`config.mk`:
```
export PLATFORM = sky130hd
export DESIGN_NAME = genome_graph_to_chromosomes
export DESIGN_NICKNAME = d
export VERILOG_FILES = /design/src/design/ggc_pkg.sv /design/src/design/ggc_ram.sv /design/src/design/ggc_datapath.sv /design/src/design/ggc_ctrl.sv /design/src/design/genome_graph_to_chromosomes.sv
export VERILOG_INCLUDE_DIRS = /design/src /design/src/design
export SDC_FILE = /design/constraint.sdc
export NUM_CORES = 1
export LEC_CHECK = 0
export BUFFER_PORTS_ARGS = -buffer_cell sky130_fd_sc_hd__buf_2
export CAP_MARGIN = 15
export CORE_MARGIN = 2
export CORE_UTILIZATION = 57
export DETAILED_ROUTE_END_ITERATION = 16
export GPL_ROUTABILITY_DRIVEN = 0
export PLACE_DENSITY = 0.79
export SLEW_MARGIN = 20
export SYNTH_ARGS = -nofsm -noshare
export SYNTH_HDL_FRONTEND = slang
export SYNTH_SLANG_ARGS = --single-unit
```
`constraint.sdc`:
```
create_clock -name clock -period 4.6 [get_ports clock]
set_input_delay 0.92 -clock clock [delete_from_list [all_inputs] [get_ports clock]]
set_output_delay 0.92 -clock clock [all_outputs]
set_load 0.005 [all_outputs]
```
`src/design/genome_graph_to_chromosomes_macros.svh`:
```
// Assertion macros shared by the genome graph to chromosomes RTL.
// Include by bare file name; every macro samples on the rising edge of clock.
`ifndef GENOME_GRAPH_TO_CHROMOSOMES_MACROS_SVH
`define GENOME_GRAPH_TO_CHROMOSOMES_MACROS_SVH

// Same-cycle implication, idle while reset is high.
`define GGC_ASSERT_NOW(label, ante, cons) \
   label: assert property (@(posedge clock) disable iff (reset) (ante) |-> (cons)) \
      else $error("ggc assertion failed");

// Next-cycle implication, idle while reset is high.
`define GGC_ASSERT_NEXT(label, ante, cons) \
   label: assert property (@(posedge clock) disable iff (reset) (ante) |=> (cons)) \
      else $error("ggc assertion failed");

`endif

```
`src/design/ggc_pkg.sv`:
```
// Shared types, constants and a helper function for the genome graph to chromosomes block.
// No dependencies; used by the datapath, the controller and the top level.
`default_nettype none

package ggc_pkg;

   localparam int NODE_COUNT     = 64;
   localparam int NODE_W         = 6;
   localparam int FIELD_W        = 7;
   localparam int BLOCK_W        = 7;
   localparam int BLOCK_LIMIT    = 32;
   localparam int BUF_AW         = 5;
   localparam int BUF_W          = BLOCK_W + 1;
   localparam int NCNT_W         = 6;
   localparam int MAX_BLOCKS_DEF = 32;

   // Controller to datapath commands.
   typedef struct packed {
      logic accept;
      logic load_b;
      logic init;
      logic start;
      logic next;
      logic emit_ld;
      logic err_ld;
      logic clear;
   } ggc_cmd_type;

   // Datapath to controller status.
   typedef struct packed {
      logic item_ok;
      logic edge_last;
      logic last_in;
      logic bad;
      logic s_done;
      logic n_zero;
      logic seen;
      logic step_fail;
      logic closed;
      logic emit_last;
      logic out_free;
   } ggc_sts_type;

   // Zero-based node v is node number v+1: odd numbers give a negative block.
   function automatic logic [BLOCK_W-1:0] block_of(input logic [NODE_W-1:0] v);
      logic [BLOCK_W-1:0] blk;
      blk = {2'b00, v[NODE_W-1:1]} + BLOCK_W'(1);
      if (!v[0]) begin
         blk = ~blk + BLOCK_W'(1);
      end
      return blk;
   endfunction

endpackage

`default_nettype wire

```
`src/design/ggc_ram.sv`:
```
// Generic simple dual-port RAM: one write port, one read port with registered data.
// No dependencies.
`default_nettype none

module ggc_ram #(
   parameter int WIDTH = 8,
   parameter int DEPTH = 32
) (
   input  wire logic                                      clock,
   input  wire logic                                      we,
   input  wire logic [((DEPTH > 1) ? $clog2(DEPTH) : 1)-1:0] waddr,
   input  wire logic [WIDTH-1:0]                          wdata,
   input  wire logic [((DEPTH > 1) ? $clog2(DEPTH) : 1)-1:0] raddr,
   output logic      [WIDTH-1:0]                          rdata
);

   logic [WIDTH-1:0] mem_ff [DEPTH];
   logic [WIDTH-1:0] rdata_ff;

   always_ff @(posedge clock) begin
      if (we) begin
         mem_ff[waddr] <= wdata;
      end
      rdata_ff <= mem_ff[raddr];
   end

   assign rdata = rdata_ff;

endmodule

`default_nettype wire

```
`src/design/ggc_datapath.sv`:
```
// Datapath: edge capture, neighbour, start-node and result memories, walk registers,
// visited and written maps, output register. Uses ggc_pkg, ggc_ram, the macros header.
`default_nettype none
`include "genome_graph_to_chromosomes_macros.svh"

module ggc_datapath #(
   parameter int MAX_BLOCKS = ggc_pkg::MAX_BLOCKS_DEF
) (
   input  wire logic                          clock,
   input  wire logic                          reset,
   input  wire logic [ggc_pkg::FIELD_W-1:0]   node_from,
   input  wire logic [ggc_pkg::FIELD_W-1:0]   node_to,
   input  wire logic                          last_edge,
   input  wire ggc_pkg::ggc_cmd_type          cmd,
   output ggc_pkg::ggc_sts_type               sts,
   input  wire logic                          rsp_ready,
   output logic                               rsp_valid,
   output logic [ggc_pkg::BLOCK_W-1:0]        rsp_block,
   output logic                               rsp_chrom_end,
   output logic                               rsp_last,
   output logic                               rsp_error
);
   import ggc_pkg::*;

   localparam int CNT_W  = $clog2(MAX_BLOCKS + 1);
   localparam int SIDX_W = (MAX_BLOCKS > 1) ? $clog2(MAX_BLOCKS) : 1;
   localparam int CMP_W  = (CNT_W > NCNT_W) ? CNT_W : NCNT_W;

   logic [NODE_W-1:0]  from_ff, from_in;
   logic [NODE_W-1:0]  to_ff, to_in;
   logic               last_ff, last_in;
   logic               bad_ff, bad_in;
   logic [CNT_W-1:0]   count_ff, count_in;
   logic [CNT_W-1:0]   s_ff, s_in;
   logic [NCNT_W-1:0]  n_ff, n_in;
   logic [NCNT_W-1:0]  i_ff, i_in;
   logic [NODE_W-1:0]  cur_ff, cur_in;
   logic [NODE_W-1:0]  close_ff, close_in;
   logic [NODE_COUNT-1:0] visited_ff, visited_in;
   logic [NODE_COUNT-1:0] written_ff, written_in;
   logic               out_valid_ff, out_valid_in;
   logic [BLOCK_W-1:0] out_block_ff, out_block_in;
   logic               out_chrom_ff, out_chrom_in;
   logic               out_last_ff, out_last_in;
   logic               out_error_ff, out_error_in;

   logic               from_ok, to_ok;
   logic [NODE_W-1:0]  a_node, b_node;
   logic [CMP_W-1:0]   limit;
   logic               out_free;

   logic               nb_we;
   logic [NODE_W-1:0]  nb_waddr, nb_wdata, nb_rdata;
   logic [NODE_W-1:0]  st_rdata;
   logic               buf_we;
   logic [BUF_W-1:0]   buf_wdata, buf_rdata;

   assign from_ok  = (node_from != '0) && (node_from <= FIELD_W'(NODE_COUNT));
   assign to_ok    = (node_to != '0) && (node_to <= FIELD_W'(NODE_COUNT));
   assign a_node   = NODE_W'(node_from - FIELD_W'(1));
   assign b_node   = NODE_W'(node_to - FIELD_W'(1));
   assign limit    = (CMP_W'(count_ff) > CMP_W'(BLOCK_LIMIT)) ? CMP_W'(BLOCK_LIMIT)
                                                                : CMP_W'(count_ff);
   assign out_free = !out_valid_ff || rsp_ready;

   assign sts.item_ok   = from_ok && to_ok && (count_ff < CNT_W'(MAX_BLOCKS));
   assign sts.edge_last = last_edge;
   assign sts.last_in   = last_ff;
   assign sts.bad       = bad_ff;
   assign sts.s_done    = (s_ff == count_ff);
   assign sts.n_zero    = (n_ff == '0);
   assign sts.seen      = visited_ff[st_rdata];
   assign sts.step_fail = (CMP_W'(n_ff) >= limit) || !written_ff[cur_ff];
   assign sts.closed    = (nb_rdata == close_ff);
   assign sts.emit_last = ((i_ff + NCNT_W'(1)) == n_ff);
   assign sts.out_free  = out_free;

   // Neighbour table: first direction on accept, reverse direction in the next cycle (load_b).
   assign nb_we    = (cmd.accept && sts.item_ok) || cmd.load_b;
   assign nb_waddr = cmd.load_b ? to_ff : a_node;
   assign nb_wdata = cmd.load_b ? from_ff : b_node;

   assign buf_we    = cmd.next;
   assign buf_wdata = {sts.closed, block_of(cur_ff)};

   ggc_ram #(.WIDTH(NODE_W), .DEPTH(NODE_COUNT)) u_nb_ram (
      .clock (clock),
      .we    (nb_we),
      .waddr (nb_waddr),
      .wdata (nb_wdata),
      .raddr (cur_ff),
      .rdata (nb_rdata)
   );

   ggc_ram #(.WIDTH(NODE_W), .DEPTH(MAX_BLOCKS)) u_start_ram (
      .clock (clock),
      .we    (cmd.accept && sts.item_ok),
      .waddr (count_ff[SIDX_W-1:0]),
      .wdata (a_node),
      .raddr (s_ff[SIDX_W-1:0]),
      .rdata (st_rdata)
   );

   ggc_ram #(.WIDTH(BUF_W), .DEPTH(BLOCK_LIMIT)) u_buf_ram (
      .clock (clock),
      .we    (buf_we),
      .waddr (n_ff[BUF_AW-1:0]),
      .wdata (buf_wdata),
      .raddr (i_ff[BUF_AW-1:0]),
      .rdata (buf_rdata)
   );

   always_comb begin
      from_in      = from_ff;
      to_in        = to_ff;
      last_in      = last_ff;
      bad_in       = bad_ff;
      count_in     = count_ff;
      s_in         = s_ff;
      n_in         = n_ff;
      i_in         = i_ff;
      cur_in       = cur_ff;
      close_in     = close_ff;
      visited_in   = visited_ff;
      written_in   = written_ff;
      out_valid_in = out_valid_ff && !rsp_ready;
      out_block_in = out_block_ff;
      out_chrom_in = out_chrom_ff;
      out_last_in  = out_last_ff;
      out_error_in = out_error_ff;

      if (cmd.accept) begin
         from_in = a_node;
         to_in   = b_node;
         last_in = last_edge;
         if (sts.item_ok) begin
            written_in[a_node] = 1'b1;
            count_in           = count_ff + CNT_W'(1);
         end else begin
            bad_in = 1'b1;
         end
      end
      if (cmd.load_b) begin
         written_in[to_ff] = 1'b1;
      end
      if (cmd.init) begin
         s_in = '0;
         n_in = '0;
         i_in = '0;
      end
      if (cmd.start) begin
         s_in = s_ff + CNT_W'(1);
         if (!visited_ff[st_rdata]) begin
            visited_in[st_rdata] = 1'b1;
            cur_in               = st_rdata;
            close_in             = st_rdata ^ NODE_W'(1);
         end
      end
      if (cmd.next) begin
         n_in                 = n_ff + NCNT_W'(1);
         visited_in[nb_rdata] = 1'b1;
         if (!sts.closed) begin
            // continue from the other end of the block just reached
            cur_in                               = nb_rdata ^ NODE_W'(1);
            visited_in[nb_rdata ^ NODE_W'(1)]    = 1'b1;
         end
      end
      if (cmd.emit_ld) begin
         out_valid_in = 1'b1;
         out_block_in = buf_rdata[BLOCK_W-1:0];
         out_chrom_in = buf_rdata[BUF_W-1];
         out_last_in  = sts.emit_last;
         out_error_in = 1'b0;
         i_in         = i_ff + NCNT_W'(1);
      end
      if (cmd.err_ld) begin
         out_valid_in = 1'b1;
         out_block_in = '0;
         out_chrom_in = 1'b0;
         out_last_in  = 1'b1;
         out_error_in = 1'b1;
      end
      if (cmd.clear) begin
         bad_in     = 1'b0;
         count_in   = '0;
         visited_in = '0;
         written_in = '0;
      end
   end

   always_ff @(posedge clock) begin
      if (reset) begin
         bad_ff       <= 1'b0;
         count_ff     <= '0;
         visited_ff   <= '0;
         written_ff   <= '0;
         out_valid_ff <= 1'b0;
      end else begin
         bad_ff       <= bad_in;
         count_ff     <= count_in;
         visited_ff   <= visited_in;
         written_ff   <= written_in;
         out_valid_ff <= out_valid_in;
      end
   end

   always_ff @(posedge clock) begin
      from_ff      <= from_in;
      to_ff        <= to_in;
      last_ff      <= last_in;
      s_ff         <= s_in;
      n_ff         <= n_in;
      i_ff         <= i_in;
      cur_ff       <= cur_in;
      close_ff     <= close_in;
      out_block_ff <= out_block_in;
      out_chrom_ff <= out_chrom_in;
      out_last_ff  <= out_last_in;
      out_error_ff <= out_error_in;
   end

   assign rsp_valid     = out_valid_ff;
   assign rsp_block     = out_block_ff;
   assign rsp_chrom_end = out_chrom_ff;
   assign rsp_last      = out_last_ff;
   assign rsp_error     = out_error_ff;

   `GGC_ASSERT_NOW(a_count_range, 1'b1, count_ff <= CNT_W'(MAX_BLOCKS))
   `GGC_ASSERT_NOW(a_no_overwrite, cmd.emit_ld || cmd.err_ld, !out_valid_ff || rsp_ready)
   `GGC_ASSERT_NOW(a_walk_bound, cmd.next, CMP_W'(n_ff) < limit)
   `GGC_ASSERT_NEXT(a_clear_done, cmd.clear, count_ff == '0 && !bad_ff && visited_ff == '0)

endmodule

`default_nettype wire

```
`src/design/ggc_ctrl.sv`:
```
// Controller state machine: edge loading, cycle walk, result emission and per-set clear.
// Depends on ggc_pkg for the command and status structs.
`default_nettype none

module ggc_ctrl (
   input  wire logic                 clock,
   input  wire logic                 reset,
   input  wire logic                 req_valid,
   output logic                      req_ready,
   input  wire ggc_pkg::ggc_sts_type sts,
   output ggc_pkg::ggc_cmd_type      cmd
);
   import ggc_pkg::*;

   typedef enum logic [3:0] {
      ST_IDLE,
      ST_LOAD_B,
      ST_W_INIT,
      ST_W_FETCH,
      ST_W_START,
      ST_W_STEP,
      ST_W_NEXT,
      ST_EMIT_RD,
      ST_EMIT_LD,
      ST_ERR,
      ST_CLEAR
   } state_type;

   state_type state_ff, state_in;

   always_comb begin
      state_in = state_ff;
      cmd      = '0;
      case (state_ff)
         ST_IDLE: begin
            if (req_valid) begin
               cmd.accept = 1'b1;
               if (sts.item_ok) begin
                  state_in = ST_LOAD_B;
               end else if (sts.edge_last) begin
                  // a rejected edge still ends the set when it carries the last flag
                  state_in = ST_ERR;
               end
            end
         end
         ST_LOAD_B: begin
            cmd.load_b = 1'b1;
            state_in   = sts.last_in ? ST_W_INIT : ST_IDLE;
         end
         ST_W_INIT: begin
            cmd.init = 1'b1;
            state_in = sts.bad ? ST_ERR : ST_W_FETCH;
         end
         ST_W_FETCH: begin
            // start-node read is in flight for the current index
            if (sts.s_done) begin
               state_in = sts.n_zero ? ST_ERR : ST_EMIT_RD;
            end else begin
               state_in = ST_W_START;
            end
         end
         ST_W_START: begin
            cmd.start = 1'b1;
            state_in  = sts.seen ? ST_W_FETCH : ST_W_STEP;
         end
         ST_W_STEP: begin
            state_in = sts.step_fail ? ST_ERR : ST_W_NEXT;
         end
         ST_W_NEXT: begin
            cmd.next = 1'b1;
            state_in = sts.closed ? ST_W_FETCH : ST_W_STEP;
         end
         ST_EMIT_RD: begin
            state_in = ST_EMIT_LD;
         end
         ST_EMIT_LD: begin
            if (sts.out_free) begin
               cmd.emit_ld = 1'b1;
               state_in    = sts.emit_last ? ST_CLEAR : ST_EMIT_RD;
            end
         end
         ST_ERR: begin
            if (sts.out_free) begin
               cmd.err_ld = 1'b1;
               state_in   = ST_CLEAR;
            end
         end
         ST_CLEAR: begin
            cmd.clear = 1'b1;
            state_in  = ST_IDLE;
         end
         default: begin
            state_in = ST_IDLE;
         end
      endcase
   end

   assign req_ready = (state_ff == ST_IDLE);

   always_ff @(posedge clock) begin
      if (reset) begin
         state_ff <= ST_IDLE;
      end else begin
         state_ff <= state_in;
      end
   end

endmodule

`default_nettype wire

```
`src/design/genome_graph_to_chromosomes.sv`:
```
// Genome graph to chromosomes, top level.
// Input channel (req_): one coloured edge per item, node_from and node_to numbered
//   from one in tdata, last_edge on tlast. Result channel (rsp_): one signed block
//   per item in tdata, chromosome end and error flags in tuser, end of answer on tlast.
// An in-range edge makes two writes to the single-write-port neighbour RAM, one per
//   direction; a rejected edge only marks the set bad, and a rejected last edge goes
//   straight to the error result. On the last edge the walk runs first: W_FETCH and
//   W_START per start node (registered start-node RAM read), then W_STEP and W_NEXT
//   per block (registered neighbour RAM read). Results are buffered and then sent,
//   each through EMIT_RD and EMIT_LD, while the receiver is ready; an error set gives
//   one result. A clear state follows, then the next edge is taken.
// Results appear only after the whole walk has closed, so an error found late
//   drops every block of that set.
// Reset (synchronous, active high) empties the per-set state and the output
//   register. A stalled receiver holds the output register; emission waits for it,
//   and input ready stays low until the set is done.
`default_nettype none

module genome_graph_to_chromosomes #(
   parameter int MAX_BLOCKS = ggc_pkg::MAX_BLOCKS_DEF
) (
   input  wire logic        clock,
   input  wire logic        reset,
   input  wire logic        req_tvalid,
   output logic             req_tready,
   input  wire logic [15:0] req_tdata,   // [6:0] node_from, [13:7] node_to, [15:14] zero
   input  wire logic        req_tlast,   // last_edge
   output logic             rsp_tvalid,
   input  wire logic        rsp_tready,
   output logic [7:0]       rsp_tdata,   // [6:0] block, [7] zero
   output logic [1:0]       rsp_tuser,   // [0] chromosome_end, [1] error
   output logic             rsp_tlast    // last
);
   import ggc_pkg::*;

   ggc_cmd_type        cmd;
   ggc_sts_type        sts;
   logic [BLOCK_W-1:0] blk;
   logic               chrom_end;
   logic               err;

   ggc_ctrl u_ctrl (
      .clock     (clock),
      .reset     (reset),
      .req_valid (req_tvalid),
      .req_ready (req_tready),
      .sts       (sts),
      .cmd       (cmd)
   );

   ggc_datapath #(.MAX_BLOCKS(MAX_BLOCKS)) u_datapath (
      .clock         (clock),
      .reset         (reset),
      .node_from     (req_tdata[6:0]),
      .node_to       (req_tdata[13:7]),
      .last_edge     (req_tlast),
      .cmd           (cmd),
      .sts           (sts),
      .rsp_ready     (rsp_tready),
      .rsp_valid     (rsp_tvalid),
      .rsp_block     (blk),
      .rsp_chrom_end (chrom_end),
      .rsp_last      (rsp_tlast),
      .rsp_error     (err)
   );

   assign rsp_tdata = {1'b0, blk};
   assign rsp_tuser = {err, chrom_end};

endmodule

`default_nettype wire

```
==> results.txt <==
Status: finished clean
Top cells by count, synth: edfxtp_1, mux4_2, nor2_1, dfxtp_1, a21oi_1
Area growth, synth to finish: 10.4%
Mapped Area: 42900 µm²
Setup CP Type: register to register
DP Cell Count: 3420
Most frequent cell after synthesis: edfxtp_1
IO Pins: 34
Post-Syn Nets: 2566
DRT Pass-1 Iters: 6
First-pass GRT wire length: 149000 µm
CP Capture Type: register
Post-synth EDFFs: 869
Min cycle time layout: 3750 ps
RSZ-0062 raised after global routing: false
Max Freq: 267 MHz
I/O Buffers: 30
Number of H-tree levels: 3
Clock buffer depth: 3
DRC viols: 0
PwrDens: 596 nW/µm²
Worst-case reg-to-reg path depth: 5
Hold Buf Count CTS: 0
Num CTS Buffers: 99
Initial Util: 57.6%
Max cap viols: 0
Cell accounting for the most synthesized area: edfxtp_1
Final std cells w/o fill: 3607
Initial antenna violation count: 1
Avg Inst Size Synth: 17.0 µm²
Fin area: 47400 µm²
Synth top area cells: edfxtp_1, mux4_2, dfxtp_1
Row count: 100
Die ar.: 77500 µm²
Vias in the first global route: 24.4k
Vias: 24.1k
Final hold vios: 0
Cells after synthesis: 2524
Postcts setup bufs: 0
Asr flop ratio synth: 0%
Dpl cell area: 44000 µm²
CP Capture Point: u_datapath.u_nb_ram.mem_ff[33][2]$_DFFE_PP_
Clock Latency Late Sink: 680 ps
Slew @ Worst Pin: 1090 ps
Clk_skew: 27.4 ps
Final-stage net count: 2594
Hold crit path type: register to register
Sequential cell area fraction in the yosys report: 69.0%
Final wirelength: 97800 µm
Fin crit share: 81.5%
Critical path arrival: 4050 ps
Vias per cell: 6.69
Ys Warns: 0
Post-CTS sizing: 0
Post-synth top area share: 60.8%
DPL Wire Length: 59200 µm
Die width: 278 µm
Largest net degree at the start of global routing: 117
Total grt overflow: 0
Reg clk slew, reported paths: 60 ps
Seq. cell area: 29600 µm²
Core ar.: 74400 µm²
R2R Path Start: u_ctrl.state_ff[3]$_SDFFE_PP0P_
Critical path launch point type: register
CTS root buf: clkbuf_16
Rel. slew slack: 26.8%
Crit path from: u_ctrl.state_ff[3]$_SDFFE_PP0P_
CTS tree: done
#FFs+latches synth: 1045
WP data required: 4900 ps
Layout cells sized above 1: 22.1%
Setup Viol. Count Final: 0
Maximum VDD drop: 0.000487 V
Total global-route track usage: 25.5%
DR WL/cell: 27.1 µm
Clock sink count: 1045
Max Slew Vio Count: 0
Initial DRC count: 3346
Layout fillers: 4862
Main synth FF type: edfxtp_1
Multi-input logic area: 12500 µm²
Final ANT Viol Nets: 0
Reg-to-reg endpoint: u_datapath.u_nb_ram.mem_ff[33][2]$_DFFE_PP_
Sum Neg Setup Slack: 0 ps
Number of library cell types mapped by synthesis: 77
Crit-path max FO: 22
Reg-to-reg slack, setup: 850 ps
Die Y: 278 µm
LEAKAGE: 0.0148 µW
## cell families after synthesis
kind of cell | after synthesis | synth area share (%)
other | 1 | 0.00874
AOI/OAI and AO/OA | 300 | 4.57
buffers and inverters | 194 | 2.17
muxes | 330 | 16.1
xor gates and xnor gates | 48 | 0.980
adders and majority gates | 21 | 0.612
DFF | 1045 | 69.0
and+or+nand+nor | 585 | 6.58
## worst min-delay path by stage
stage / startpoint / to / slack [ps] / depth (start not counted)
floorplan: u_datapath.u_start_ram.rdata[4]$_DFF_P_ / u_datapath.close_ff[4]$_DFFE_PP_ / 410 / 0
global placement: u_datapath.rsp_error$_SDFFE_PP1P_ / u_datapath.rsp_error$_SDFFE_PP1P_ / 430 / 1
detailed placement: u_datapath.u_buf_ram.rdata[4]$_DFF_P_ / u_datapath.rsp_block[4]$_SDFFE_PP0P_ / 440 / 2
CTS: u_datapath.u_buf_ram.rdata[4]$_DFF_P_ / u_datapath.rsp_block[4]$_SDFFE_PP0P_ / 440 / 2
global route: u_datapath.u_buf_ram.rdata[1]$_DFF_P_ / u_datapath.rsp_block[1]$_SDFFE_PP0P_ / 460 / 2
finish: u_datapath.u_buf_ram.rdata[3]$_DFF_P_ / u_datapath.rsp_block[3]$_SDFFE_PP0P_ / 440 / 2
## per-layer routing
| metal | track usage (%) | part of all wire, % |
|---|---|---|
| met3 | 4.44 | 8.1 |
| met2 | 42.4 | 51 |
| met5 | 0 | 0.012 |
| met4 | 9.26 | 3.3 |
| met1 | 34.1 | 38 |
## flip-flops by register name, indices dropped and copies added (netlist names), 7 cells and up
signal,cells
u_datapath.written_ff,64
u_datapath.u_start_ram.mem_ff,192
u_datapath.visited_ff,64
u_datapath.u_buf_ram.mem_ff,256
u_datapath.u_buf_ram.rdata,8
u_datapath.rsp_block,7
u_datapath.u_nb_ram.mem_ff,384
## cell usage in the layout (no fill, tap or decap), types with 5 or more instances in the layout
master | Yosys | routed
mux2i_1 | 25 | 25
dfxtp_1 | 176 | 170
buf_2 | 51 | 30
and3b_1 | 8 | 8
xor2_1 | 19 | 18
a21o_1 | 6 | 6
clkinv_1 | 1 | 21
and3_1 | 11 | 11
or3_1 | 10 | 10
clkbuf_16 | 0 | 102
a221oi_1 | 65 | 65
and2_1 | 9 | 9
a211oi_1 | 9 | 9
nor2_1 | 264 | 261
mux4_2 | 285 | 285
mux2_2 | 19 | 17
nor3_1 | 32 | 28
a21oi_1 | 156 | 153
inv_1 | 30 | 30
nand3_1 | 41 | 41
nor3_2 | 7 | 11
nand4_1 | 66 | 66
ha_1 | 21 | 21
xnor2_1 | 29 | 26
clkinv_2 | 0 | 14
o21ai_0 | 12 | 11
bufinv_16 | 0 | 9
nor2b_1 | 8 | 8
edfxtp_1 | 869 | 869
nand2b_1 | 10 | 10
clkbuf_8 | 0 | 6
nor3b_1 | 8 | 8
o2111ai_1 | 5 | 5
a31oi_1 | 7 | 7
nand2_1 | 84 | 84
buf_4 | 9 | 53
o221ai_1 | 6 | 6
clkbuf_1 | 64 | 22
## stage by stage
stage	util [%]	worst slack, ps	hold slack, ps	power [µW]
6_report	63.6	849	444	28200
2_1_floorplan	-	867	409	17600
4_1_cts	63.6	922	442	28300
5_1_grt	63.6	728	465	29200
3_5_place_dp	59.2	720	437	20000
3_3_place_gp	59.1	829	429	19700
## worst max-delay path: stages, from the launching register on
cell and delay, ps:
dfxtp_1 480, or4b_1 1050, or2_2 530, o31ai_2 140, nand2_1 450, nor2_1 730
## report_power, final
group	leakage, µW	switching [µW]	internal [µW]
sequential	0.00922	797	11800
combinational	0.00400	4470	2940
clock	0.00161	3560	4700
## area by class of cell
type / count / share of cell area, %
sequential: 1045 / 62.6
multi-input combinational: 1285 / 26.4
clock buffer: 130 / 5.74
tap: 969 / 2.56
timing repair buffer: 86 / 1.28
clock inverter: 56 / 1.22
inverter: 35 / 0.277
antenna: 1 / 0.00528
Note: power is estimated with default switching activity, not from simulation.
